### src/sv/anp_pkg.sv
// Shared types, parse phase codes and character constants for the ASCII number parser.
`default_nettype none

package anp_pkg;

    // Parse phase codes.
    localparam logic [2:0] PH_START = 3'd0;
    localparam logic [2:0] PH_ZERO  = 3'd1;
    localparam logic [2:0] PH_DEC   = 3'd2;
    localparam logic [2:0] PH_HEX   = 3'd3;
    localparam logic [2:0] PH_STOP  = 3'd4;

    // Characters the parser reacts to.
    localparam logic [7:0] CH_NUL   = 8'h00;
    localparam logic [7:0] CH_MINUS = 8'h2d;
    localparam logic [7:0] CH_0     = 8'h30;
    localparam logic [7:0] CH_9     = 8'h39;
    localparam logic [7:0] CH_UA    = 8'h41;
    localparam logic [7:0] CH_UF    = 8'h46;
    localparam logic [7:0] CH_LA    = 8'h61;
    localparam logic [7:0] CH_LF    = 8'h66;
    localparam logic [7:0] CH_X     = 8'h78;

    localparam int unsigned VALUE_W = 32;

    // Per-string parse state.
    typedef struct packed {
        logic [2:0]         phase;
        logic [VALUE_W-1:0] acc;
        logic               neg;
    } anp_state_t;

endpackage

`default_nettype wire

### src/sv/anp_step.sv
// Next-state logic of the parser: consumes one character and updates the string state.
`default_nettype none

module anp_step (
    input  anp_pkg::anp_state_t        state,
    input  logic [7:0]                 char_code,
    input  logic                       signed_mode,
    output anp_pkg::anp_state_t        state_next,
    output logic [anp_pkg::VALUE_W-1:0] result
);
    import anp_pkg::*;

    logic                is_dec;
    logic                is_hex;
    logic [3:0]          digit;
    logic [VALUE_W-1:0]  acc_dec;
    logic [VALUE_W-1:0]  acc_hex;

    // Classify the character and extract its digit value.
    always_comb begin
        is_dec = char_code inside {[CH_0:CH_9]};
        is_hex = 1'b1;
        digit  = 4'd0;
        if (is_dec) begin
            digit = 4'(char_code - CH_0);
        end else if (char_code inside {[CH_LA:CH_LF]}) begin
            digit = 4'(char_code - CH_LA + 8'd10);
        end else if (char_code inside {[CH_UA:CH_UF]}) begin
            digit = 4'(char_code - CH_UA + 8'd10);
        end else begin
            is_hex = 1'b0;
        end
    end

    // Shift-add accumulator updates; both wrap at the word width.
    assign acc_dec = {state.acc[VALUE_W-4:0], 3'b000} + {state.acc[VALUE_W-2:0], 1'b0}
                   + VALUE_W'(digit);
    assign acc_hex = {state.acc[VALUE_W-5:0], digit};

    // The terminator result, negated when a leading minus was seen.
    assign result = state.neg ? (VALUE_W'(0) - state.acc) : state.acc;

    // Phase transitions.
    always_comb begin
        state_next = state;
        if (char_code == CH_NUL) begin
            state_next.phase = PH_START;
            state_next.acc   = '0;
            state_next.neg   = 1'b0;
        end else begin
            case (state.phase)
                PH_START: begin
                    if (char_code == CH_0) begin
                        state_next.acc   = '0;
                        state_next.phase = PH_ZERO;
                    end else if (char_code == CH_MINUS && signed_mode) begin
                        state_next.neg   = 1'b1;
                        state_next.phase = PH_DEC;
                    end else if (is_dec) begin
                        state_next.acc   = VALUE_W'(digit);
                        state_next.phase = PH_DEC;
                    end else begin
                        state_next.phase = PH_STOP;
                    end
                end
                PH_ZERO: begin
                    if (char_code == CH_X) begin
                        state_next.acc   = '0;
                        state_next.phase = PH_HEX;
                    end else if (is_dec) begin
                        state_next.acc   = acc_dec;
                        state_next.phase = PH_DEC;
                    end else begin
                        state_next.phase = PH_STOP;
                    end
                end
                PH_DEC: begin
                    if (is_dec) begin
                        state_next.acc = acc_dec;
                    end else begin
                        state_next.phase = PH_STOP;
                    end
                end
                PH_HEX: begin
                    if (is_hex) begin
                        state_next.acc = acc_hex;
                    end else begin
                        state_next.phase = PH_STOP;
                    end
                end
                default: begin
                    state_next.phase = PH_STOP;
                end
            endcase
        end
    end

endmodule

`default_nettype wire

### src/sv/ascii_number_parser.sv
// Top level of the ASCII number parser: handshakes, state registers and result register.
//
// The block reads a text number one character per input beat on s_char_code.
// A zero character ends the string and produces one result beat on m_value;
// every other character produces nothing. A string starting with "0x" is read
// as hex, anything else as decimal; in signed mode a leading '-' negates the
// decimal value. Arithmetic wraps at 32 bits.
//
// Throughput is one character per cycle while s_ready is high: the accumulator
// update is a single shift-add between the state registers. A result appears on
// m_value in the cycle after its terminator is accepted and sits in one output register.
// s_ready drops only while that register is full and m_ready is low, so a
// stalled receiver holds off further characters until it takes the result.
//
// signed_mode is written through cfg_wr_en / cfg_wr_data and is sampled by
// the first character of each string. Reset (aresetn low, synchronous)
// clears signed_mode, the parse state and m_valid; the m_value register has no reset.
`default_nettype none

module ascii_number_parser (
    input  logic                        aclk,
    input  logic                        aresetn,
    input  logic                        cfg_wr_en,
    input  logic                        cfg_wr_data,
    input  logic                        s_valid,
    output logic                        s_ready,
    input  logic [7:0]                  s_char_code,
    output logic                        m_valid,
    input  logic                        m_ready,
    output logic [anp_pkg::VALUE_W-1:0] m_value
);
    import anp_pkg::*;

    logic               signed_mode_reg;
    anp_state_t         state_reg;
    anp_state_t         state_next;
    logic [VALUE_W-1:0] result;
    logic [VALUE_W-1:0] value_reg;
    logic               out_valid_reg;
    logic               s_fire;
    logic               term_fire;

    // Accept a beat whenever the output register can take a result.
    assign s_ready   = !out_valid_reg || m_ready;
    assign s_fire    = s_valid && s_ready;
    assign term_fire = s_fire && (s_char_code == CH_NUL);

    anp_step u_step (
        .state       (state_reg),
        .char_code   (s_char_code),
        .signed_mode (signed_mode_reg),
        .state_next  (state_next),
        .result      (result)
    );

    // Configuration register.
    always_ff @(posedge aclk) begin
        if (!aresetn) begin
            signed_mode_reg <= 1'b0;
        end else if (cfg_wr_en) begin
            signed_mode_reg <= cfg_wr_data;
        end
    end

    // Parse state advances on every accepted character.
    always_ff @(posedge aclk) begin
        if (!aresetn) begin
            state_reg.phase <= PH_START;
            state_reg.acc   <= '0;
            state_reg.neg   <= 1'b0;
        end else if (s_fire) begin
            state_reg <= state_next;
        end
    end

    // Output register: loaded by a terminator, emptied by the receiver.
    always_ff @(posedge aclk) begin
        if (!aresetn) begin
            out_valid_reg <= 1'b0;
        end else if (term_fire) begin
            out_valid_reg <= 1'b1;
        end else if (m_ready) begin
            out_valid_reg <= 1'b0;
        end
    end

    always_ff @(posedge aclk) begin
        if (term_fire) begin
            value_reg <= result;
        end
    end

    assign m_valid = out_valid_reg;
    assign m_value = value_reg;

    // A terminator always leaves a result waiting in the next cycle.
    a_term_result: assert property (@(posedge aclk) disable iff (!aresetn)
        term_fire |=> out_valid_reg)
        else $error("terminator beat did not load the output register");

    // A terminator returns the string state to its start.
    a_term_clear: assert property (@(posedge aclk) disable iff (!aresetn)
        term_fire |=> (state_reg.phase == PH_START && state_reg.acc == '0 && !state_reg.neg))
        else $error("string state not cleared after terminator");

    // The minus flag only lives in the decimal or stopped phases.
    a_neg_phase: assert property (@(posedge aclk) disable iff (!aresetn)
        state_reg.neg |-> (state_reg.phase == PH_DEC || state_reg.phase == PH_STOP))
        else $error("negative flag set outside decimal parse");

    // A non-terminator never disturbs a pending result.
    a_hold_result: assert property (@(posedge aclk) disable iff (!aresetn)
        (out_valid_reg && !m_ready && !term_fire) |=> (out_valid_reg && $stable(value_reg)))
        else $error("pending result lost or changed");

endmodule

`default_nettype wire
### config.mk
export PLATFORM = sky130hd
export DESIGN_NAME = ascii_number_parser
export DESIGN_NICKNAME = d
export VERILOG_FILES = /design/src/sv/anp_pkg.sv /design/src/sv/anp_step.sv /design/src/sv/ascii_number_parser.sv
export SDC_FILE = /design/constraint.sdc
export NUM_CORES = 1
export LEC_CHECK = 0
export BUFFER_PORTS_ARGS = -buffer_cell sky130_fd_sc_hd__buf_2
export CORE_ASPECT_RATIO = 1.25
export CORE_MARGIN = 3
export CORE_UTILIZATION = 55
export CTS_BUF_LIST = sky130_fd_sc_hd__clkbuf_4 sky130_fd_sc_hd__clkbuf_8 sky130_fd_sc_hd__clkbuf_16
export CTS_CLUSTER_SIZE = 25
export DETAILED_ROUTE_END_ITERATION = 6
export PLACE_DENSITY_LB_ADDON = 0.12
export REMOVE_ABC_BUFFERS = 1
export SLEW_MARGIN = 5
export SYNTH_ARGS = -nofsm -noshare
export SYNTH_HDL_FRONTEND = slang
export SYNTH_SLANG_ARGS = --single-unit
### constraint.sdc
create_clock -name aclk -period 5.6 [get_ports aclk]
set_input_delay 1.4 -clock aclk [delete_from_list [all_inputs] [get_ports aclk]]
set_output_delay 1.4 -clock aclk [all_outputs]
set_load 0.005 [all_outputs]
==> impl_results.md <==
- Status: completed
- Die outline area: 11300 um^2
- Worst-path fanout max: 3
- Proportion of layout cells with a drive suffix above 1: 0.162
- Seq/Total Area, Yosys: 0.312
- EDFF count, synth: 32
- Clock transition at the registers of the reported paths: ~60 ps
- Unrepaired setup endpoints after global routing: false
- Primary FF master, synth: dfxtp_1
- Max-Cap Viols: 0
- H-tree lvl count: 3
- Setup crit start: s_char_code[0]
- P_int: around 860 uW
- DIE WIDTH: 95.6 um
- Area delta synth->final: 14.6%
- Initial antenna violation count: 0
- Final HPWL DP: just under 10 mm
- Boundary pin count: 48
- Buffers on Ports: between 40 and 50
- Setup ws final: 255 ps
- Initial Utilization: 0.568
- Final WL: 13.3 mm
- GPL Wtd Cong: approximately 0.95
- FF+latch count, synth: 70
- Ys async rst share: 0
- Worst path most repeated cell: ha_1
- Distinct cells, synth: 66
- Post-Syn Area per Cell: roughly 9.0 um^2
- NetSw: 256 uW
- Max FFs per register: 36
- R2R depth: 14
- CTS sink count: 70
- Rel. slew slack: 0.565
- Final setup fails: 0
- Worst slew pin tran: 648 ps
- ANT cells: 0
- Largest net degree at the start of global routing: 34
- First-pass GRT wire length: around 23 mm
- Flop pwr share: 0.477
- Mapped Area: around 5500 um^2
- CP startpoint kind: primary input
- Core area: ~10000 um^2
- Clk Latency, worst-skew pair: about 330 ps
- Gr usage total: 0.249
- CTS Buf Count: 9
- Flop-to-flop setup slack: 1710 ps
- Stages on the worst setup path: 23
- Peak supply drop: between 0.0001 and 0.00015 V
- Crit path cell chain: buf_2 > inv_1 > ha_1 > buf_4 > nand2b_1 > o211ai_1 > o31ai_1 > nand2_1 > o21a_1 > inv_1 > ha_1 > ha_1 > fa_1 > a211oi_2 > o21bai_1 > o22a_1 > a31oi_1 > buf_4 > o41ai_1 > o41a_1 > a311oi_2 > xor2_1 > o21ai_0
- Final Hold Fails: 0
- Leakage: ~0.0027 uW
- Worst Setup End Kind: flop
- Period utilisation layout: 0.954
- Synth warn: 0
- Part of the power in the clock network: 0.472
- Tightest hold margin: 533 ps
- Aggregate global routing overflow: 0
- Combinational share of power: 0.052
- Post-DRT Antenna Nets: 0
- Post-route DRC: 0
- Pre-CTS setup slack: -200 ps
- Hold-fix buffers, CTS: 0
- Cell Pwr Density: 177 nW/um^2
- Cells after synthesis: 612
- Skew final: 5.48 ps
- CP max stage delay: 440 ps
- Worst hold path type: reg2reg
- WP buf/inv: 5
- CP max-delay cell: fa_1
- Final Critical Period: roughly 5300 ps
- Reg-to-reg endpoint: state_reg[31]$_SDFFE_PN0P_
- Drt wl/cell: 16.6 um
- Vias: 4842
- Critical Path RT: a little under 6000 ps
- Critical Path AT: 5540 ps
- Slew Limit Fails: 0
- CTS tree: done
- Vias in the first global route: between 4000 and 5000
- Die H: about 120 um
- Crit-path leading delay family: compound AO/OA/AOI/OAI gates
- First-pass iteration count of the detailed router: 5
- Via density: between 6 and 7
- Setup CP Type: in2reg
- Fmax: 187 MHz
- Final nets: 752
- Root Buffer: clkbuf_16
- Reg-to-Reg Start: state_reg[3]$_SDFFE_PN0P_
- Sw Share: 0.228
- Rows: 40
- Clock Path Buffers: 2
- Initial DRC count: about 190
- Critical Path Sink: state_reg[31]$_SDFFE_PN0P_
-- power by group through the flow --
| stage | sequential (uW) | clock, uW | combinational (uW) |
|---|---|---|---|
| 2_1_floorplan | 544 | 0 | 28.0 |
| 3_3_place_gp | 545 | 0 | 55.6 |
| 3_5_place_dp | 545 | 0 | 56.7 |
| 4_1_cts | 534 | 535 | 57.2 |
| 5_1_grt | 534 | 556 | 64.6 |
| 6_report | 534 | 528 | 57.9 |
-- synth_stat cells, drive strengths merged (7+ instances only) --
cell,n,area (um^2)
ha,63,788
nand2,56,210
o21ai,55,275
xnor2,41,359
a21oi,38,194
dfxtp,38,761
edfxtp,32,961
nor2,32,120
a22oi,25,188
clkbuf,24,90.1
inv,18,67.6
a21o,16,120
xor2,15,131
nor2b,12,75.1
o31ai,10,103
nor4,9,83.8
a211oi,8,60.1
nand3,8,40.0
o22ai,8,50.1
a31oi,7,43.8
or3,7,48.8
-- placed cells by master, fill, tap and decap left out, types with 5 or more instances in the layout --
master and instances:
o31ai_1 8, a21o_1 16, xnor2_1 41, a221o_1 5, a211oi_1 7, clkbuf_16 9
a22oi_1 25, buf_2 47, nor2b_1 12, o21bai_1 6, edfxtp_1 32, a21oi_1 37
o22ai_1 8, nor4_1 6, nand3_1 8, o21ai_0 51, buf_4 32, xor2_1 15
dfxtp_1 38, or3_1 6, inv_1 18, a21boi_0 6, a31oi_1 7, ha_1 63
nand2_1 56, nor2_1 31, o41ai_1 5
-- final cells by class --
cell class                      count  area, um^2
Clock inverter                      6        37.5
Multi-Input combinational cell    495        3620
Fill cell                         837        3390
Sequential cell                    70        1720
Timing Repair Buffer               79         475
Clock buffer                       10         239
Inverter                           18        67.6
Tap cell                          126         158
-- kinds of logic after synthesis --
family,after synthesis,synth area share
compound gates,210,0.254
simple gates,159,0.152
flops,70,0.312
fa+ha+maj,65,0.150
xor+xnor,56,0.0889
buf+inv,47,0.0336
mux,5,0.00930
-- worst min-delay path by stage --
stage	startpoint	to	slack [ps]	cells after the start
2_1_floorplan	signed_mode_reg$_SDFFE_PN0P_	signed_mode_reg$_SDFFE_PN0P_	480	2
3_3_place_gp	signed_mode_reg$_SDFFE_PN0P_	signed_mode_reg$_SDFFE_PN0P_	500	2
3_5_place_dp	signed_mode_reg$_SDFFE_PN0P_	signed_mode_reg$_SDFFE_PN0P_	520	2
4_1_cts	signed_mode_reg$_SDFFE_PN0P_	signed_mode_reg$_SDFFE_PN0P_	530	2
5_1_grt	state_reg[32]$_SDFFE_PN0P_	state_reg[32]$_SDFFE_PN0P_	570	2
6_report	signed_mode_reg$_SDFFE_PN0P_	signed_mode_reg$_SDFFE_PN0P_	530	2
-- repair_timing --
item	4_1_cts	5_1_grt
setup endpoints to repair	0	2
setup buffers	0	1
resized for setup	0	3
-- tightest hold or removal path, cell delays in order (launching register included) --
cell and delay (ps):
dfxtp_1 330, mux2i_1 70, nor2b_1 100
-- through the flow --
step                 util  instances  power, uW  TNS (ps)  cell area (um^2)
floorplan               -        583        572     -2580              5400
global placement    0.620        787        600     -47.8              6020
detailed placement  0.620        787        601      -494              6020
CTS                 0.649        803       1130         0              6300
global route        0.651        804       1150         0              6320
finish              0.651        804       1120         0              6320
-- per-layer routing --
| metal | track usage | vias to the layer above | routed length, um |
|---|---|---|---|
| li1 | - | 2427 | - |
| met1 | 0.313 | 2277 | 5650 |
| met2 | 0.418 | 118 | 6700 |
| met3 | 0.0460 | 20 | 686 |
| met4 | 0.0916 | 0 | 289 |
| met5 | 0 | - | 0 |
(Power assumes the default switching activity.)
